## src/rtl/tlbfl_pkg.sv

```systemverilog
`timescale 1ns / 1ps
// ----------------------------------------------------------------------------
// tlbfl_pkg: shared types and constants for the FIFO/LRU translation buffer
// Command codes, field widths, cell update and scan flag structs, FSM states.
// ----------------------------------------------------------------------------
package tlbfl_pkg;

  // default geometry
  localparam int ENTRIES_DEF    = 4;
  localparam int PAGE_BITS_DEF  = 20;
  localparam int FRAME_BITS_DEF = 20;

  // fixed port field widths
  localparam int CMD_W         = 2;
  localparam int PAGE_FIELD_W  = 20;
  localparam int FRAME_FIELD_W = 20;
  localparam int SLOT_FIELD_W  = 2;
  localparam int TOTAL_W       = 32;

  // replacement policy register values
  localparam logic POLICY_FIFO = 1'b0;
  localparam logic POLICY_LRU  = 1'b1;

  typedef enum logic [CMD_W-1:0] {
    CMD_LOOKUP = 2'd0,
    CMD_INSERT = 2'd1,
    CMD_FLUSH  = 2'd2
  } tlb_cmd_t;

  // broadcast update applied to every cell in the same cycle
  typedef enum logic [1:0] {
    UPD_NONE,
    UPD_FILL,
    UPD_TO_BACK,
    UPD_FLUSH
  } upd_op_t;

  typedef struct packed {
    upd_op_t op;
    logic    wr;    // target cell takes new page/frame
  } upd_ctl_t;

  // flags carried by the search token along the chain
  typedef struct packed {
    logic active;
    logic found;
    logic free_found;
    logic victim_found;
  } scan_flag_t;

  typedef enum logic [1:0] {
    ST_IDLE,
    ST_SCAN,
    ST_DONE
  } tlb_state_t;

endpackage

```

## src/rtl/tlbfl_cell.sv

```systemverilog
`timescale 1ns / 1ps
// ----------------------------------------------------------------------------
// tlbfl_cell: one translation entry of the cell chain
// Holds valid, page, frame and replacement rank; folds itself into the
// passing search token and applies the broadcast update.
// ----------------------------------------------------------------------------
module tlbfl_cell import tlbfl_pkg::*; #(
  parameter int CELL_IDX   = 0,
  parameter int ENTRIES    = ENTRIES_DEF,
  parameter int PAGE_BITS  = PAGE_BITS_DEF,
  parameter int FRAME_BITS = FRAME_BITS_DEF,
  localparam int IDX_W     = (ENTRIES > 1) ? $clog2(ENTRIES) : 1,
  localparam int CNT_W     = $clog2(ENTRIES + 1)
) (
  input  logic                  clk,
  input  logic                  rst_n,
  // search token in
  input  scan_flag_t            scan_flag_i,
  input  logic [PAGE_BITS-1:0]  scan_page_i,
  input  logic [IDX_W-1:0]      scan_hit_idx_i,
  input  logic [FRAME_BITS-1:0] scan_hit_frame_i,
  input  logic [IDX_W-1:0]      scan_hit_rank_i,
  input  logic [IDX_W-1:0]      scan_free_idx_i,
  input  logic [IDX_W-1:0]      scan_victim_idx_i,
  input  logic [CNT_W-1:0]      scan_vcount_i,
  // search token out (registered)
  output scan_flag_t            scan_flag_o,
  output logic [PAGE_BITS-1:0]  scan_page_o,
  output logic [IDX_W-1:0]      scan_hit_idx_o,
  output logic [FRAME_BITS-1:0] scan_hit_frame_o,
  output logic [IDX_W-1:0]      scan_hit_rank_o,
  output logic [IDX_W-1:0]      scan_free_idx_o,
  output logic [IDX_W-1:0]      scan_victim_idx_o,
  output logic [CNT_W-1:0]      scan_vcount_o,
  // broadcast update
  input  upd_ctl_t              upd_ctl_i,
  input  logic [IDX_W-1:0]      upd_idx_i,
  input  logic [IDX_W-1:0]      upd_rank_i,
  input  logic [IDX_W-1:0]      upd_last_i,
  input  logic [PAGE_BITS-1:0]  upd_page_i,
  input  logic [FRAME_BITS-1:0] upd_frame_i
);

  localparam logic [IDX_W-1:0] MY_IDX = IDX_W'(CELL_IDX);

  logic                  valid_r, valid_nxt;
  logic [PAGE_BITS-1:0]  page_r, page_nxt;
  logic [FRAME_BITS-1:0] frame_r, frame_nxt;
  logic [IDX_W-1:0]      rank_r, rank_nxt;

  scan_flag_t            sflag_r, sflag_nxt;
  logic [PAGE_BITS-1:0]  spage_r, spage_nxt;
  logic [IDX_W-1:0]      shit_idx_r, shit_idx_nxt;
  logic [FRAME_BITS-1:0] shit_frame_r, shit_frame_nxt;
  logic [IDX_W-1:0]      shit_rank_r, shit_rank_nxt;
  logic [IDX_W-1:0]      sfree_idx_r, sfree_idx_nxt;
  logic [IDX_W-1:0]      svict_idx_r, svict_idx_nxt;
  logic [CNT_W-1:0]      svcount_r, svcount_nxt;

  logic is_tgt;
  logic match;
  logic is_front;

  assign is_tgt   = (upd_idx_i == MY_IDX);
  assign match    = valid_r && (page_r == scan_page_i);
  assign is_front = valid_r && (rank_r == '0);

  // entry update
  always_comb begin
    valid_nxt = valid_r;
    page_nxt  = page_r;
    frame_nxt = frame_r;
    rank_nxt  = rank_r;
    unique case (upd_ctl_i.op)
      UPD_NONE: ;
      UPD_FLUSH: valid_nxt = 1'b0;
      UPD_FILL: begin
        if (is_tgt) begin
          valid_nxt = 1'b1;
          rank_nxt  = upd_last_i;
        end
      end
      UPD_TO_BACK: begin
        if (is_tgt) begin
          rank_nxt = upd_last_i;
        end else if (valid_r && (rank_r > upd_rank_i)) begin
          rank_nxt = rank_r - IDX_W'(1);
        end
      end
      default: ;
    endcase
    if (is_tgt && upd_ctl_i.wr) begin
      page_nxt  = upd_page_i;
      frame_nxt = upd_frame_i;
    end
  end

  // token fold: first match, first free, front of order, valid count
  always_comb begin
    sflag_nxt      = scan_flag_i;
    spage_nxt      = scan_page_i;
    shit_idx_nxt   = scan_hit_idx_i;
    shit_frame_nxt = scan_hit_frame_i;
    shit_rank_nxt  = scan_hit_rank_i;
    sfree_idx_nxt  = scan_free_idx_i;
    svict_idx_nxt  = scan_victim_idx_i;
    svcount_nxt    = scan_vcount_i + CNT_W'(valid_r);
    if (match && !scan_flag_i.found) begin
      sflag_nxt.found = 1'b1;
      shit_idx_nxt    = MY_IDX;
      shit_frame_nxt  = frame_r;
      shit_rank_nxt   = rank_r;
    end
    if (!valid_r && !scan_flag_i.free_found) begin
      sflag_nxt.free_found = 1'b1;
      sfree_idx_nxt        = MY_IDX;
    end
    if (is_front && !scan_flag_i.victim_found) begin
      sflag_nxt.victim_found = 1'b1;
      svict_idx_nxt          = MY_IDX;
    end
  end

  always_ff @(posedge clk) begin
    if (!rst_n) begin
      valid_r <= 1'b0;
      sflag_r <= '0;
    end else begin
      valid_r <= valid_nxt;
      sflag_r <= sflag_nxt;
    end
  end

  always_ff @(posedge clk) begin
    page_r       <= page_nxt;
    frame_r      <= frame_nxt;
    rank_r       <= rank_nxt;
    spage_r      <= spage_nxt;
    shit_idx_r   <= shit_idx_nxt;
    shit_frame_r <= shit_frame_nxt;
    shit_rank_r  <= shit_rank_nxt;
    sfree_idx_r  <= sfree_idx_nxt;
    svict_idx_r  <= svict_idx_nxt;
    svcount_r    <= svcount_nxt;
  end

  assign scan_flag_o       = sflag_r;
  assign scan_page_o       = spage_r;
  assign scan_hit_idx_o    = shit_idx_r;
  assign scan_hit_frame_o  = shit_frame_r;
  assign scan_hit_rank_o   = shit_rank_r;
  assign scan_free_idx_o   = sfree_idx_r;
  assign scan_victim_idx_o = svict_idx_r;
  assign scan_vcount_o     = svcount_r;

endmodule

```

## src/rtl/tlb_fifo_lru_replace_top.sv

```systemverilog
`timescale 1ns / 1ps
// ----------------------------------------------------------------------------
// tlb_fifo_lru_replace_top: fully associative TLB with FIFO or LRU victim order
// Flow: one item at a time; a new item is accepted only once the last commits.
//   The search token walks the cell chain one entry per cycle, then the final
//   token is captured and the result is committed once the output is free.
// Reset: synchronous, active low; clears valid bits, totals, policy (FIFO)
//   and handshake state. Page/frame storage and ranks are not cleared.
// ----------------------------------------------------------------------------
module tlb_fifo_lru_replace_top import tlbfl_pkg::*; #(
  parameter int ENTRIES    = ENTRIES_DEF,
  parameter int PAGE_BITS  = PAGE_BITS_DEF,
  parameter int FRAME_BITS = FRAME_BITS_DEF
) (
  input  logic                     clk,
  input  logic                     rst_n,
  // configuration
  input  logic                     cfg_wr_en,
  input  logic                     cfg_wr_data,
  // input items
  input  logic                     in_valid,
  output logic                     in_stall,
  input  logic [CMD_W-1:0]         in_cmd,
  input  logic [PAGE_FIELD_W-1:0]  in_page,
  input  logic [FRAME_FIELD_W-1:0] in_frame,
  // result items
  output logic                     out_valid,
  input  logic                     out_stall,
  output logic                     out_hit,
  output logic [FRAME_FIELD_W-1:0] out_frame_out,
  output logic [SLOT_FIELD_W-1:0]  out_slot,
  output logic                     out_replaced,
  output logic [TOTAL_W-1:0]       out_hit_count,
  output logic [TOTAL_W-1:0]       out_miss_count,
  output logic [TOTAL_W-1:0]       out_fill_count,
  output logic [TOTAL_W-1:0]       out_replace_count
);

  localparam int IDX_W = (ENTRIES > 1) ? $clog2(ENTRIES) : 1;
  localparam int CNT_W = $clog2(ENTRIES + 1);

  // The replacement order is kept as a rank per entry: rank 0 is the front
  // of the queue, rank (valid count - 1) the back. Valid entries always hold
  // distinct ranks, so the queue is exactly the set of valid entries.

  // ---------------------------------------------------------------------
  // control
  // ---------------------------------------------------------------------
  tlb_state_t state_r, state_nxt;

  logic accept;
  logic fin_load;
  logic commit;
  logic out_free;
  logic out_valid_r, out_valid_nxt;

  assign out_free = !out_valid_r || !out_stall;

  logic policy_r, policy_nxt;

  // accepted item
  logic [CMD_W-1:0]      cmd_r, cmd_nxt;
  logic [PAGE_BITS-1:0]  page_r, page_nxt;
  logic [FRAME_BITS-1:0] frame_r, frame_nxt;
  logic                  seed_act_r, seed_act_nxt;

  // ---------------------------------------------------------------------
  // cell chain links: link 0 is the seed, link k+1 leaves cell k
  // ---------------------------------------------------------------------
  scan_flag_t            lk_flag      [ENTRIES+1];
  logic [PAGE_BITS-1:0]  lk_page      [ENTRIES+1];
  logic [IDX_W-1:0]      lk_hit_idx   [ENTRIES+1];
  logic [FRAME_BITS-1:0] lk_hit_frame [ENTRIES+1];
  logic [IDX_W-1:0]      lk_hit_rank  [ENTRIES+1];
  logic [IDX_W-1:0]      lk_free_idx  [ENTRIES+1];
  logic [IDX_W-1:0]      lk_vict_idx  [ENTRIES+1];
  logic [CNT_W-1:0]      lk_vcount    [ENTRIES+1];

  scan_flag_t seed_flag;

  always_comb begin
    seed_flag        = '0;
    seed_flag.active = seed_act_r;
  end

  assign lk_flag[0]      = seed_flag;
  assign lk_page[0]      = page_r;
  assign lk_hit_idx[0]   = '0;
  assign lk_hit_frame[0] = '0;
  assign lk_hit_rank[0]  = '0;
  assign lk_free_idx[0]  = '0;
  assign lk_vict_idx[0]  = '0;
  assign lk_vcount[0]    = '0;

  // broadcast update
  upd_ctl_t              upd_ctl;
  logic [IDX_W-1:0]      upd_idx;
  logic [IDX_W-1:0]      upd_rank;
  logic [IDX_W-1:0]      upd_last;

  for (genvar k = 0; k < ENTRIES; k++) begin : g_cell
    tlbfl_cell #(
      .CELL_IDX   (k),
      .ENTRIES    (ENTRIES),
      .PAGE_BITS  (PAGE_BITS),
      .FRAME_BITS (FRAME_BITS)
    ) u_cell (
      .clk               (clk),
      .rst_n             (rst_n),
      .scan_flag_i       (lk_flag[k]),
      .scan_page_i       (lk_page[k]),
      .scan_hit_idx_i    (lk_hit_idx[k]),
      .scan_hit_frame_i  (lk_hit_frame[k]),
      .scan_hit_rank_i   (lk_hit_rank[k]),
      .scan_free_idx_i   (lk_free_idx[k]),
      .scan_victim_idx_i (lk_vict_idx[k]),
      .scan_vcount_i     (lk_vcount[k]),
      .scan_flag_o       (lk_flag[k+1]),
      .scan_page_o       (lk_page[k+1]),
      .scan_hit_idx_o    (lk_hit_idx[k+1]),
      .scan_hit_frame_o  (lk_hit_frame[k+1]),
      .scan_hit_rank_o   (lk_hit_rank[k+1]),
      .scan_free_idx_o   (lk_free_idx[k+1]),
      .scan_victim_idx_o (lk_vict_idx[k+1]),
      .scan_vcount_o     (lk_vcount[k+1]),
      .upd_ctl_i         (upd_ctl),
      .upd_idx_i         (upd_idx),
      .upd_rank_i        (upd_rank),
      .upd_last_i        (upd_last),
      .upd_page_i        (page_r),
      .upd_frame_i       (frame_r)
    );
  end

  // ---------------------------------------------------------------------
  // FSM
  // ---------------------------------------------------------------------
  always_comb begin
    state_nxt = state_r;
    unique case (state_r)
      ST_IDLE: if (in_valid) state_nxt = ST_SCAN;
      ST_SCAN: if (lk_flag[ENTRIES].active) state_nxt = ST_DONE;
      ST_DONE: if (out_free) state_nxt = ST_IDLE;
      default: state_nxt = ST_IDLE;
    endcase
  end

  always_comb begin
    in_stall = 1'b1;
    accept   = 1'b0;
    fin_load = 1'b0;
    commit   = 1'b0;
    unique case (state_r)
      ST_IDLE: begin
        in_stall = 1'b0;
        accept   = in_valid;
      end
      ST_SCAN: fin_load = lk_flag[ENTRIES].active;
      ST_DONE: commit   = out_free;
      default: ;
    endcase
  end

  // ---------------------------------------------------------------------
  // item capture and token seed
  // ---------------------------------------------------------------------
  always_comb begin
    policy_nxt   = cfg_wr_en ? cfg_wr_data : policy_r;
    cmd_nxt      = accept ? in_cmd : cmd_r;
    page_nxt     = accept ? PAGE_BITS'(in_page) : page_r;
    frame_nxt    = accept ? FRAME_BITS'(in_frame) : frame_r;
    seed_act_nxt = accept;
  end

  // final token snapshot (the chain only shows it for one cycle)
  scan_flag_t            fin_flag_r, fin_flag_nxt;
  logic [IDX_W-1:0]      fin_hit_idx_r, fin_hit_idx_nxt;
  logic [FRAME_BITS-1:0] fin_hit_frame_r, fin_hit_frame_nxt;
  logic [IDX_W-1:0]      fin_hit_rank_r, fin_hit_rank_nxt;
  logic [IDX_W-1:0]      fin_free_idx_r, fin_free_idx_nxt;
  logic [IDX_W-1:0]      fin_vict_idx_r, fin_vict_idx_nxt;
  logic [CNT_W-1:0]      fin_vcount_r, fin_vcount_nxt;

  always_comb begin
    fin_flag_nxt      = fin_flag_r;
    fin_hit_idx_nxt   = fin_hit_idx_r;
    fin_hit_frame_nxt = fin_hit_frame_r;
    fin_hit_rank_nxt  = fin_hit_rank_r;
    fin_free_idx_nxt  = fin_free_idx_r;
    fin_vict_idx_nxt  = fin_vict_idx_r;
    fin_vcount_nxt    = fin_vcount_r;
    if (fin_load) begin
      fin_flag_nxt      = lk_flag[ENTRIES];
      fin_hit_idx_nxt   = lk_hit_idx[ENTRIES];
      fin_hit_frame_nxt = lk_hit_frame[ENTRIES];
      fin_hit_rank_nxt  = lk_hit_rank[ENTRIES];
      fin_free_idx_nxt  = lk_free_idx[ENTRIES];
      fin_vict_idx_nxt  = lk_vict_idx[ENTRIES];
      fin_vcount_nxt    = lk_vcount[ENTRIES];
    end
  end

  // ---------------------------------------------------------------------
  // result and entry update
  // ---------------------------------------------------------------------
  logic                  res_hit;
  logic [FRAME_BITS-1:0] res_frame;
  logic [IDX_W-1:0]      res_slot;
  logic                  res_repl;
  logic                  inc_hit, inc_miss, inc_fill, inc_repl;
  upd_ctl_t              upd_ctl_c;

  logic [TOTAL_W-1:0] hit_tot_r, hit_tot_nxt;
  logic [TOTAL_W-1:0] miss_tot_r, miss_tot_nxt;
  logic [TOTAL_W-1:0] fill_tot_r, fill_tot_nxt;
  logic [TOTAL_W-1:0] repl_tot_r, repl_tot_nxt;

  always_comb begin
    res_hit   = 1'b0;
    res_frame = '0;
    res_slot  = '0;
    res_repl  = 1'b0;
    inc_hit   = 1'b0;
    inc_miss  = 1'b0;
    inc_fill  = 1'b0;
    inc_repl  = 1'b0;
    upd_ctl_c = '{op: UPD_NONE, wr: 1'b0};
    upd_idx   = '0;
    upd_rank  = '0;
    upd_last  = '0;
    unique case (cmd_r)
      CMD_LOOKUP: begin
        if (fin_flag_r.found) begin
          res_hit   = 1'b1;
          res_frame = fin_hit_frame_r;
          res_slot  = fin_hit_idx_r;
          inc_hit   = 1'b1;
          // LRU: hit entry goes to the back of the order
          if (policy_r == POLICY_LRU) begin
            upd_ctl_c = '{op: UPD_TO_BACK, wr: 1'b0};
            upd_idx   = fin_hit_idx_r;
            upd_rank  = fin_hit_rank_r;
            upd_last  = IDX_W'(fin_vcount_r - CNT_W'(1));
          end
        end else begin
          inc_miss = 1'b1;
        end
      end
      CMD_INSERT: begin
        if (fin_flag_r.free_found) begin
          // lowest free entry, appended at the back
          res_slot  = fin_free_idx_r;
          inc_fill  = 1'b1;
          upd_ctl_c = '{op: UPD_FILL, wr: 1'b1};
          upd_idx   = fin_free_idx_r;
          upd_last  = IDX_W'(fin_vcount_r);
        end else if (fin_flag_r.victim_found) begin
          // evict the front entry and requeue it at the back
          res_slot  = fin_vict_idx_r;
          res_repl  = 1'b1;
          inc_repl  = 1'b1;
          upd_ctl_c = '{op: UPD_TO_BACK, wr: 1'b1};
          upd_idx   = fin_vict_idx_r;
          upd_rank  = '0;
          upd_last  = IDX_W'(fin_vcount_r - CNT_W'(1));
        end
      end
      CMD_FLUSH: upd_ctl_c = '{op: UPD_FLUSH, wr: 1'b0};
      default: ;
    endcase
  end

  // nothing touches the cells except on the commit cycle
  assign upd_ctl = commit ? upd_ctl_c : upd_ctl_t'{op: UPD_NONE, wr: 1'b0};

  always_comb begin
    hit_tot_nxt  = hit_tot_r  + TOTAL_W'(commit && inc_hit);
    miss_tot_nxt = miss_tot_r + TOTAL_W'(commit && inc_miss);
    fill_tot_nxt = fill_tot_r + TOTAL_W'(commit && inc_fill);
    repl_tot_nxt = repl_tot_r + TOTAL_W'(commit && inc_repl);
  end

  // ---------------------------------------------------------------------
  // output register
  // ---------------------------------------------------------------------
  logic                     out_hit_r;
  logic [FRAME_FIELD_W-1:0] out_frame_r;
  logic [SLOT_FIELD_W-1:0]  out_slot_r;
  logic                     out_repl_r;
  logic [TOTAL_W-1:0]       out_hit_cnt_r, out_miss_cnt_r, out_fill_cnt_r, out_repl_cnt_r;

  assign out_valid_nxt = commit ? 1'b1 : (out_valid_r && out_stall);

  always_ff @(posedge clk) begin
    if (!rst_n) begin
      state_r     <= ST_IDLE;
      policy_r    <= POLICY_FIFO;
      seed_act_r  <= 1'b0;
      out_valid_r <= 1'b0;
      hit_tot_r   <= '0;
      miss_tot_r  <= '0;
      fill_tot_r  <= '0;
      repl_tot_r  <= '0;
    end else begin
      state_r     <= state_nxt;
      policy_r    <= policy_nxt;
      seed_act_r  <= seed_act_nxt;
      out_valid_r <= out_valid_nxt;
      hit_tot_r   <= hit_tot_nxt;
      miss_tot_r  <= miss_tot_nxt;
      fill_tot_r  <= fill_tot_nxt;
      repl_tot_r  <= repl_tot_nxt;
    end
  end

  always_ff @(posedge clk) begin
    cmd_r           <= cmd_nxt;
    page_r          <= page_nxt;
    frame_r         <= frame_nxt;
    fin_flag_r      <= fin_flag_nxt;
    fin_hit_idx_r   <= fin_hit_idx_nxt;
    fin_hit_frame_r <= fin_hit_frame_nxt;
    fin_hit_rank_r  <= fin_hit_rank_nxt;
    fin_free_idx_r  <= fin_free_idx_nxt;
    fin_vict_idx_r  <= fin_vict_idx_nxt;
    fin_vcount_r    <= fin_vcount_nxt;
    if (commit) begin
      out_hit_r      <= res_hit;
      out_frame_r    <= FRAME_FIELD_W'(res_frame);
      out_slot_r     <= SLOT_FIELD_W'(res_slot);
      out_repl_r     <= res_repl;
      out_hit_cnt_r  <= hit_tot_nxt;
      out_miss_cnt_r <= miss_tot_nxt;
      out_fill_cnt_r <= fill_tot_nxt;
      out_repl_cnt_r <= repl_tot_nxt;
    end
  end

  assign out_valid         = out_valid_r;
  assign out_hit           = out_hit_r;
  assign out_frame_out     = out_frame_r;
  assign out_slot          = out_slot_r;
  assign out_replaced      = out_repl_r;
  assign out_hit_count     = out_hit_cnt_r;
  assign out_miss_count    = out_miss_cnt_r;
  assign out_fill_count    = out_fill_cnt_r;
  assign out_replace_count = out_repl_cnt_r;

endmodule

```

## config.mk

```make
export PLATFORM = sky130hd
export DESIGN_NAME = tlb_fifo_lru_replace_top
export DESIGN_NICKNAME = d
export VERILOG_FILES = /design/src/rtl/tlbfl_pkg.sv /design/src/rtl/tlbfl_cell.sv /design/src/rtl/tlb_fifo_lru_replace_top.sv
export SDC_FILE = /design/constraint.sdc
export NUM_CORES = 1
export LEC_CHECK = 0
export ABC_AREA = 1
export BUFFER_PORTS_ARGS = -buffer_cell sky130_fd_sc_hd__buf_2
export CORE_UTILIZATION = 50
export DETAILED_ROUTE_END_ITERATION = 10
export PLACE_DENSITY = 0.79
export SKIP_CTS_REPAIR_TIMING = 1
export SLEW_MARGIN = 20
export SYNTH_ARGS = -nofsm -noshare
export SYNTH_HDL_FRONTEND = slang
export SYNTH_SLANG_ARGS = --single-unit
```

## constraint.sdc

```tcl
create_clock -name clk -period 8 [get_ports clk]
set_input_delay 1.2 -clock clk [delete_from_list [all_inputs] [get_ports clk]]
set_output_delay 1.2 -clock clk [all_outputs]
set_load 0.03 [all_outputs]
```

==> metrics.md, run 1 <==
| Metric | Value |
|---|---|
| FP Rows | `85` |
| Setup slack, reg-to-reg | `4.73 ns` |
| CP Class | `primary input to flip-flop` |
| Ys async rst share | `0` |
| Most common cell type on the critical path | `nand2_1` |
| Drt via density | `5.041` |
| Max-slew headroom | `0.2230` |
| Synth warnings | `0` |
| Place WS | `3.744 ns` |
| Crit-path cells | `buf_2 > nand2_1 > inv_1 > nor2_4 > inv_1 > nor3_1 > ha_1 > ha_1 > nand2_2 > nor2_4 > inv_2 > nor2_2 > inv_2 > nor2_1 > nand2_1 > nand2_1 > nand2_1` |
| Slew Viols, Final | `0` |
| I/O pin count | `202` |
| Top cells by area, synth | `edfxtp_1 (43%), dfxtp_1 (24%), nand2_1 (11%)` |
| Global Route Usage Sum | `0.2126` |
| Congestion Overflow GR | `0` |
| Initial antenna violation count | `1` |
| Worst-Skew Late Latency | `0.62 ns` |
| Area Growth Syn to Fin | `15.90%` |
| Depth of the CTS H-tree | `3` |
| Critical path peak fanout | `15` |
| DRT Pass-1 Iters | `6` |
| Pwr dens | `239.6 nW/um^2` |
| Max Clk Rate | `275.8 MHz` |
| Met2 wire length | `27760 um` |
| Crit path arrival time | `4.00 ns` |
| HPWL after detailed placement | `39110 um` |
| Worst min path class | `flip-flop to flip-flop` |
| Max cap viols | `0` |
| Antenna diodes | `0` |
| Core area | `53920 um^2` |
| Tcrit/Tclk final | `0.4532` |
| Hold path startpoint | `g_cell[0].u_cell.scan_page_o[5]` |
| Post-synth EDFFs | `395` |
| Status | `finished clean` |
| CP Capture Type | `flip-flop` |
| Die X-Extent | `236.0 um` |
| Final WL | `58960 um` |
| Ratio of cells with drive above 1 in the final layout | `0.1431` |
| Highest routed metal layer | `met5` |
| WL met3 | `3645 um` |
| Sink Count | `718` |
| Hold_ws | `0.3557 ns` |
| Post-route minimum period | `3.626 ns` |
| Hold Path End | `g_cell[1].u_cell.scan_page_o[5]` |
| Syn Inst Count | `2740` |
| 1st-iter DRT viols | `1270` |
| Synthesized cell area | `27390 um^2` |
| Post-synthesis cell type count | `40` |
| Register bit total from synthesis | `718` |
| Leakage | `13.48 nW` |
| DRC viols | `0` |
| Setup Skew | `0.02196 ns` |
| Final hold violation count | `0` |
| Pin count of the biggest net entering global routing | `77` |
| PortBufs | `201` |
| GPL Wtd Cong | `0.9231` |
| CP startpoint kind | `primary input` |
| Clk slew on worst S/H paths | `0.06 ns` |
| Area of the multi-input gates | `7516 um^2` |
| TritonCTS clock tree | `built` |
| Die height | `236.0 um` |
| Cell taking the most area after synthesis | `edfxtp_1` |
| Max incr delay on CP | `0.45 ns` |
| DR WL/cell | `15.75 um` |
| Worst hold path depth | `0` |
| Final Worst Setup Slack | `4.374 ns` |
| Seq. cell area | `18330 um^2` |
| Syn avg cell area | `9.995 um^2` |
| Syn Nets | `2809` |
| DR vias | `18860` |
| CTS buffer count | `75` |
| Worst r2r src | `out_valid` |
| Die area | `55710 um^2` |
| Vias in the first global route | `18080` |
| Total negative setup slack | `0 ns` |
| Synth Flop Type | `edfxtp_1` |
| CTS root buf | `clkbuf_16` |
| FILL cells | `4384` |
| Routed metal-1 wirelength | `25970 um` |
| Worst r2r dst | `out_fill_count[30]` |
| Initial Util | `0.5079` |
| Final setup viols | `0` |
| Slowest cell on crit path | `nor2_4` |
| Final Net Count | `3053` |
| Post-route ant nets | `0` |
| First-pass GRT wire length | `93230 um` |
| Unrepaired setup endpoints after global routing | `false` |
| Part of the Yosys area used for sequential elements | `0.6693` |
| Slew @ Worst Pin | `1.164 ns` |
| Top cell type's share of synthesized area | `0.4331` |
| Req. time, crit path | `8.37 ns` |
| Worst vdd rail ir drop | `222.4 uV` |
| Final core area utilization | `0.5886` |
| Worst reg2reg path depth | `16` |
| Clock tree buffer depth | `3` |
[cell usage after synthesis (all sizes together) (2+ instances only)]
master  instances
clkbuf         22
a21oi         104
a31oi           2
o21ai          46
xor2           20
xnor2          10
nor3           60
buf            21
or2            17
nand4          68
edfxtp        395
nor2          310
nand2         805
dfxtp         323
o22ai           5
inv           367
ha             21
nand3b         34
and3            2
nand3         102
nor3b           3
[flip-flops by register name, indices dropped and copies added, names as in the netlist, 60 cells and up]
signal and flops:
g_cell.u_cell.scan_page_o 60, g_cell.u_cell.scan_hit_frame_o 80, g_cell.u_cell.frame_r 80, g_cell.u_cell.page_r 80
[where the power goes]
part | internal, W | switching, W | total [W]
sequential | 0.00391 | 0.0000359 | 0.00395
clock | 0.00209 | 0.00148 | 0.00356
combinational | 0.0000280 | 0.0000624 | 0.0000904
[kinds of logic after synthesis]
kind of cell / synth area share
and+or+nand+nor: 0.2237
AOI/OAI and AO/OA: 0.03011
buffers and inverters: 0.05775
adders and majority gates: 0.009595
xor gates and xnor gates: 0.009595
DFF: 0.6693
[worst max-delay path, delay by kind of cell]
family | cells | cell delay [ns]
buf+inv | 5 | 0.52
simple gates | 10 | 1.73
fa+ha+maj | 2 | 0.56
[layer usage]
layer / track usage / up-vias
met5: 0 / -
met4: 0.07209 / 2
met3: 0.03967 / 118
met2: 0.3518 / 602
met1: 0.2812 / 8769
li1: - / 9371
[worst max path at each step]
stage	start	end	slack [ns]	cells past startpoint
finish	out_stall	out_fill_count[30]	4.37	17
global route	out_stall	out_fill_count[14]	4.15	15
CTS	out_stall	out_fill_count[30]	4.40	17
detailed placement	out_stall	out_fill_count[30]	3.74	17
global placement	out_stall	out_fill_count[30]	3.86	17
floorplan	out_stall	g_cell[0].u_cell.frame_r[0]	1.40	7
[stage by stage]
stage,std cells,instance area (um^2),power (W)
2_1_floorplan,2740,27390,0.004069
3_3_place_gp,3602,29160,0.004113
3_5_place_dp,3602,29160,0.004118
4_1_cts,3741,31720,0.007671
5_1_grt,3742,31740,0.007828
6_report,3742,31740,0.007603
[cell usage in the layout (no fill, tap or decap), types with 49 or more instances in the layout]
cell type / instances
a21oi_1: 100
buf_2: 201
clkbuf_16: 76
dfxtp_1: 323
edfxtp_1: 395
inv_1: 349
nand2_1: 791
nand3_1: 99
nand4_1: 66
nor2_1: 272
nor3_1: 49
[layout make-up]
type,count,area share
multi-input cells,1612,0.2368
well taps,696,0.02744
repair buffers,210,0.03406
flip-flops and latches,718,0.5775
clock buffers,97,0.06525
clock inverters,42,0.01549
inverters,367,0.04348
Power figures use the tool's default switching activity.
==> run 2: changes to the inputs <==
ABC_AREA = 0   (was 1)
clock period = 3.7 ns   (was 8 ns; I/O delays follow)
==> run 2 against run 1 <==
Global-route usage decreased by 3.0 points. Register-to-register slack got worse by 4.0 ns. Count of clock-buffer cells in the layout unchanged.
==> metrics.md, run 2 <==
| Metric | Value |
|---|---|
| Post-route minimum period | `2.959 ns` |
| Max incr delay on CP | `0.46 ns` |
| Setup slack, reg-to-reg | `0.74 ns` |
| Crit path max-delay family | `simple AND/OR/NAND/NOR gates` |
| Final setup viols | `0` |
| Initial Util | `0.5065` |
| Most frequent cell after synthesis | `edfxtp_1` |
| Worst min path class | `primary input to flip-flop` |
| Slew Viols, Final | `0` |
| Max-slew headroom | `0.4298` |
| Commonest non-fill, non-tap cell in the layout | `edfxtp_1` |
| 1st-iter DRT viols | `785` |
| Total negative setup slack | `0 ns` |
| Congestion Overflow GR | `0` |
| HPWL after detailed placement | `28750 um` |
| CTS root buf | `clkbuf_16` |
| Core area | `48850 um^2` |
| Most common cell type on the critical path | `nor4_1` |
| CTS buffer count | `70` |
| Worst hold path depth | `1` |
| Place WS | `0.6765 ns` |
| Tcrit/Tclk final | `0.7998` |
| Req. time, crit path | `4.25 ns` |
| Synthesized cell area | `24740 um^2` |
| DRT Pass-1 Iters | `5` |
| Post-synthesis cell type count | `53` |
| TritonCTS clock tree | `built` |
| Drt via density | `5.140` |
| Ratio of cells with drive above 1 in the final layout | `0.2334` |
| Leakage | `10.52 nW` |
| Clk slew on worst S/H paths | `0.06 ns` |
| Unrepaired setup endpoints after global routing | `false` |
| Register bit total from synthesis | `718` |
| First-pass GRT wire length | `71250 um` |
| Post-synth EDFFs | `395` |
| Die height | `224.5 um` |
| Crit path arrival time | `3.51 ns` |
| Worst reg2reg path depth | `9` |
| Synth warnings | `0` |
| Final Worst Setup Slack | `0.7409 ns` |
| Crit-path cells | `nand2b_1 > nand2b_4 > nor4_1 > ha_1 > and2_0 > nand4_1 > nor4_1 > xor2_1 > and2_1` |
| Slew @ Worst Pin | `0.8553 ns` |
| CP Capture Type | `flip-flop` |
| Vias in the first global route | `13360` |
| CP Class | `flip-flop to flip-flop` |
| DR vias | `13400` |
| Worst vdd rail ir drop | `468.7 uV` |
| Pwr dens | `540.0 nW/um^2` |
| Die area | `50380 um^2` |
| FP Rows | `81` |
| Sink Count | `718` |
| Syn Inst Count | `1633` |
| Initial antenna violation count | `0` |
| Worst-Skew Late Latency | `0.60 ns` |
| Part of the Yosys area used for sequential elements | `0.7407` |
| Max Clk Rate | `337.9 MHz` |
| Top cell type's share of synthesized area | `0.4794` |
| Clock tree buffer depth | `3` |
| Number of stages on the worst setup path | `9` |
| Syn Nets | `1702` |
| I/O pin count | `202` |
| CP startpoint kind | `flip-flop` |
| Critical path buffers and inverters | `0` |
| Pin count of the biggest net entering global routing | `153` |
| Slowest cell on crit path | `nor4_1` |
| PortBufs | `201` |
| Ys async rst share | `0` |
| Die X-Extent | `224.5 um` |
| Commonest non-fill, non-tap cells in the layout | `edfxtp_1 (395), dfxtp_1 (322), buf_2 (200)` |
| GPL Wtd Cong | `0.8299` |
| Most instantiated cells after synthesis | `edfxtp_1 (395), dfxtp_1 (323), and2_1 (172)` |
| Final hold violation count | `0` |
| Status | `finished clean` |
| Cell taking the most area after synthesis | `edfxtp_1` |
| Post-route ant nets | `0` |
| DRC viols | `0` |
| Syn avg cell area | `15.15 um^2` |
| Setup Skew | `0.02189 ns` |
| Top cells by area, synth | `edfxtp_1 (48%), dfxtp_1 (26%), xnor2_1 (4.7%)` |
| Critical path peak fanout | `8` |
| Final Net Count | `1953` |
| Depth of the CTS H-tree | `3` |
| Area Growth Syn to Fin | `17.76%` |
| Max cap viols | `0` |
| Final WL | `45910 um` |
| Synth Flop Type | `edfxtp_1` |
| DR WL/cell | `17.62 um` |
| Global Route Usage Sum | `0.1823` |
==> run 2: per-layer routing <==
metal,track usage,share of wire
met1,0.2326,0.43
met2,0.3093,0.49
met5,0,0
met4,0.06276,0.021
met3,0.03736,0.061
==> run 2: cell families after synthesis <==
family	Yosys count	share of synthesized area
XOR/XNOR	199	0.07044
multiplexers	78	0.03489
AO/OA/AOI/OAI	53	0.01340
AND/OR/NAND/NOR	496	0.1186
adder cells (fa/ha/maj)	21	0.01062
buffers and inverters	68	0.01128
flip-flops	718	0.7407
==> run 2: metrics by stage <==
stage | utilization | power [W] | std cells | hold WS, ns | area (um^2)
2_1_floorplan | - | 0.008758 | 1633 | 0.3489 | 24940
3_3_place_gp | 0.5486 | 0.008838 | 2475 | 0.3516 | 26800
3_5_place_dp | 0.5486 | 0.008850 | 2475 | 0.3539 | 26800
4_1_cts | 0.5960 | 0.01589 | 2604 | 0.09155 | 29120
5_1_grt | 0.5964 | 0.01623 | 2605 | 0.09322 | 29140
6_report | 0.5965 | 0.01574 | 2606 | 0.1221 | 29140
==> run 2: worst paths after layout <==
| path | start | endpoint |
|---|---|---|
| setup / recovery | state_r[1] | miss_tot_r[25] |
| hold / removal | in_frame[19] | frame_r[19] |
| setup reg to reg | state_r[1] | miss_tot_r[25] |
| hold reg to reg | g_cell[1].u_cell.scan_page_o[2] | g_cell[2].u_cell.scan_page_o[2] |
==> run 2: report_power, final <==
part	internal (W)	switching, W
Sequential	0.00845	0.0000616
Clock	0.00411	0.00295
Combinational	0.0000657	0.0000993
Total	0.0126	0.00311
==> run 2: area by class of cell <==
type	count	area [um^2]
Timing Repair Buffer	220	1176
Antenna cell	1	2.502
Inverter	27	105.1
Sequential cell	718	18330
Clock buffer	97	1964
Clock inverter	32	351.6
Fill cell	3735	19710
Multi-Input combinational cell	847	6379
Tap cell	664	830.8
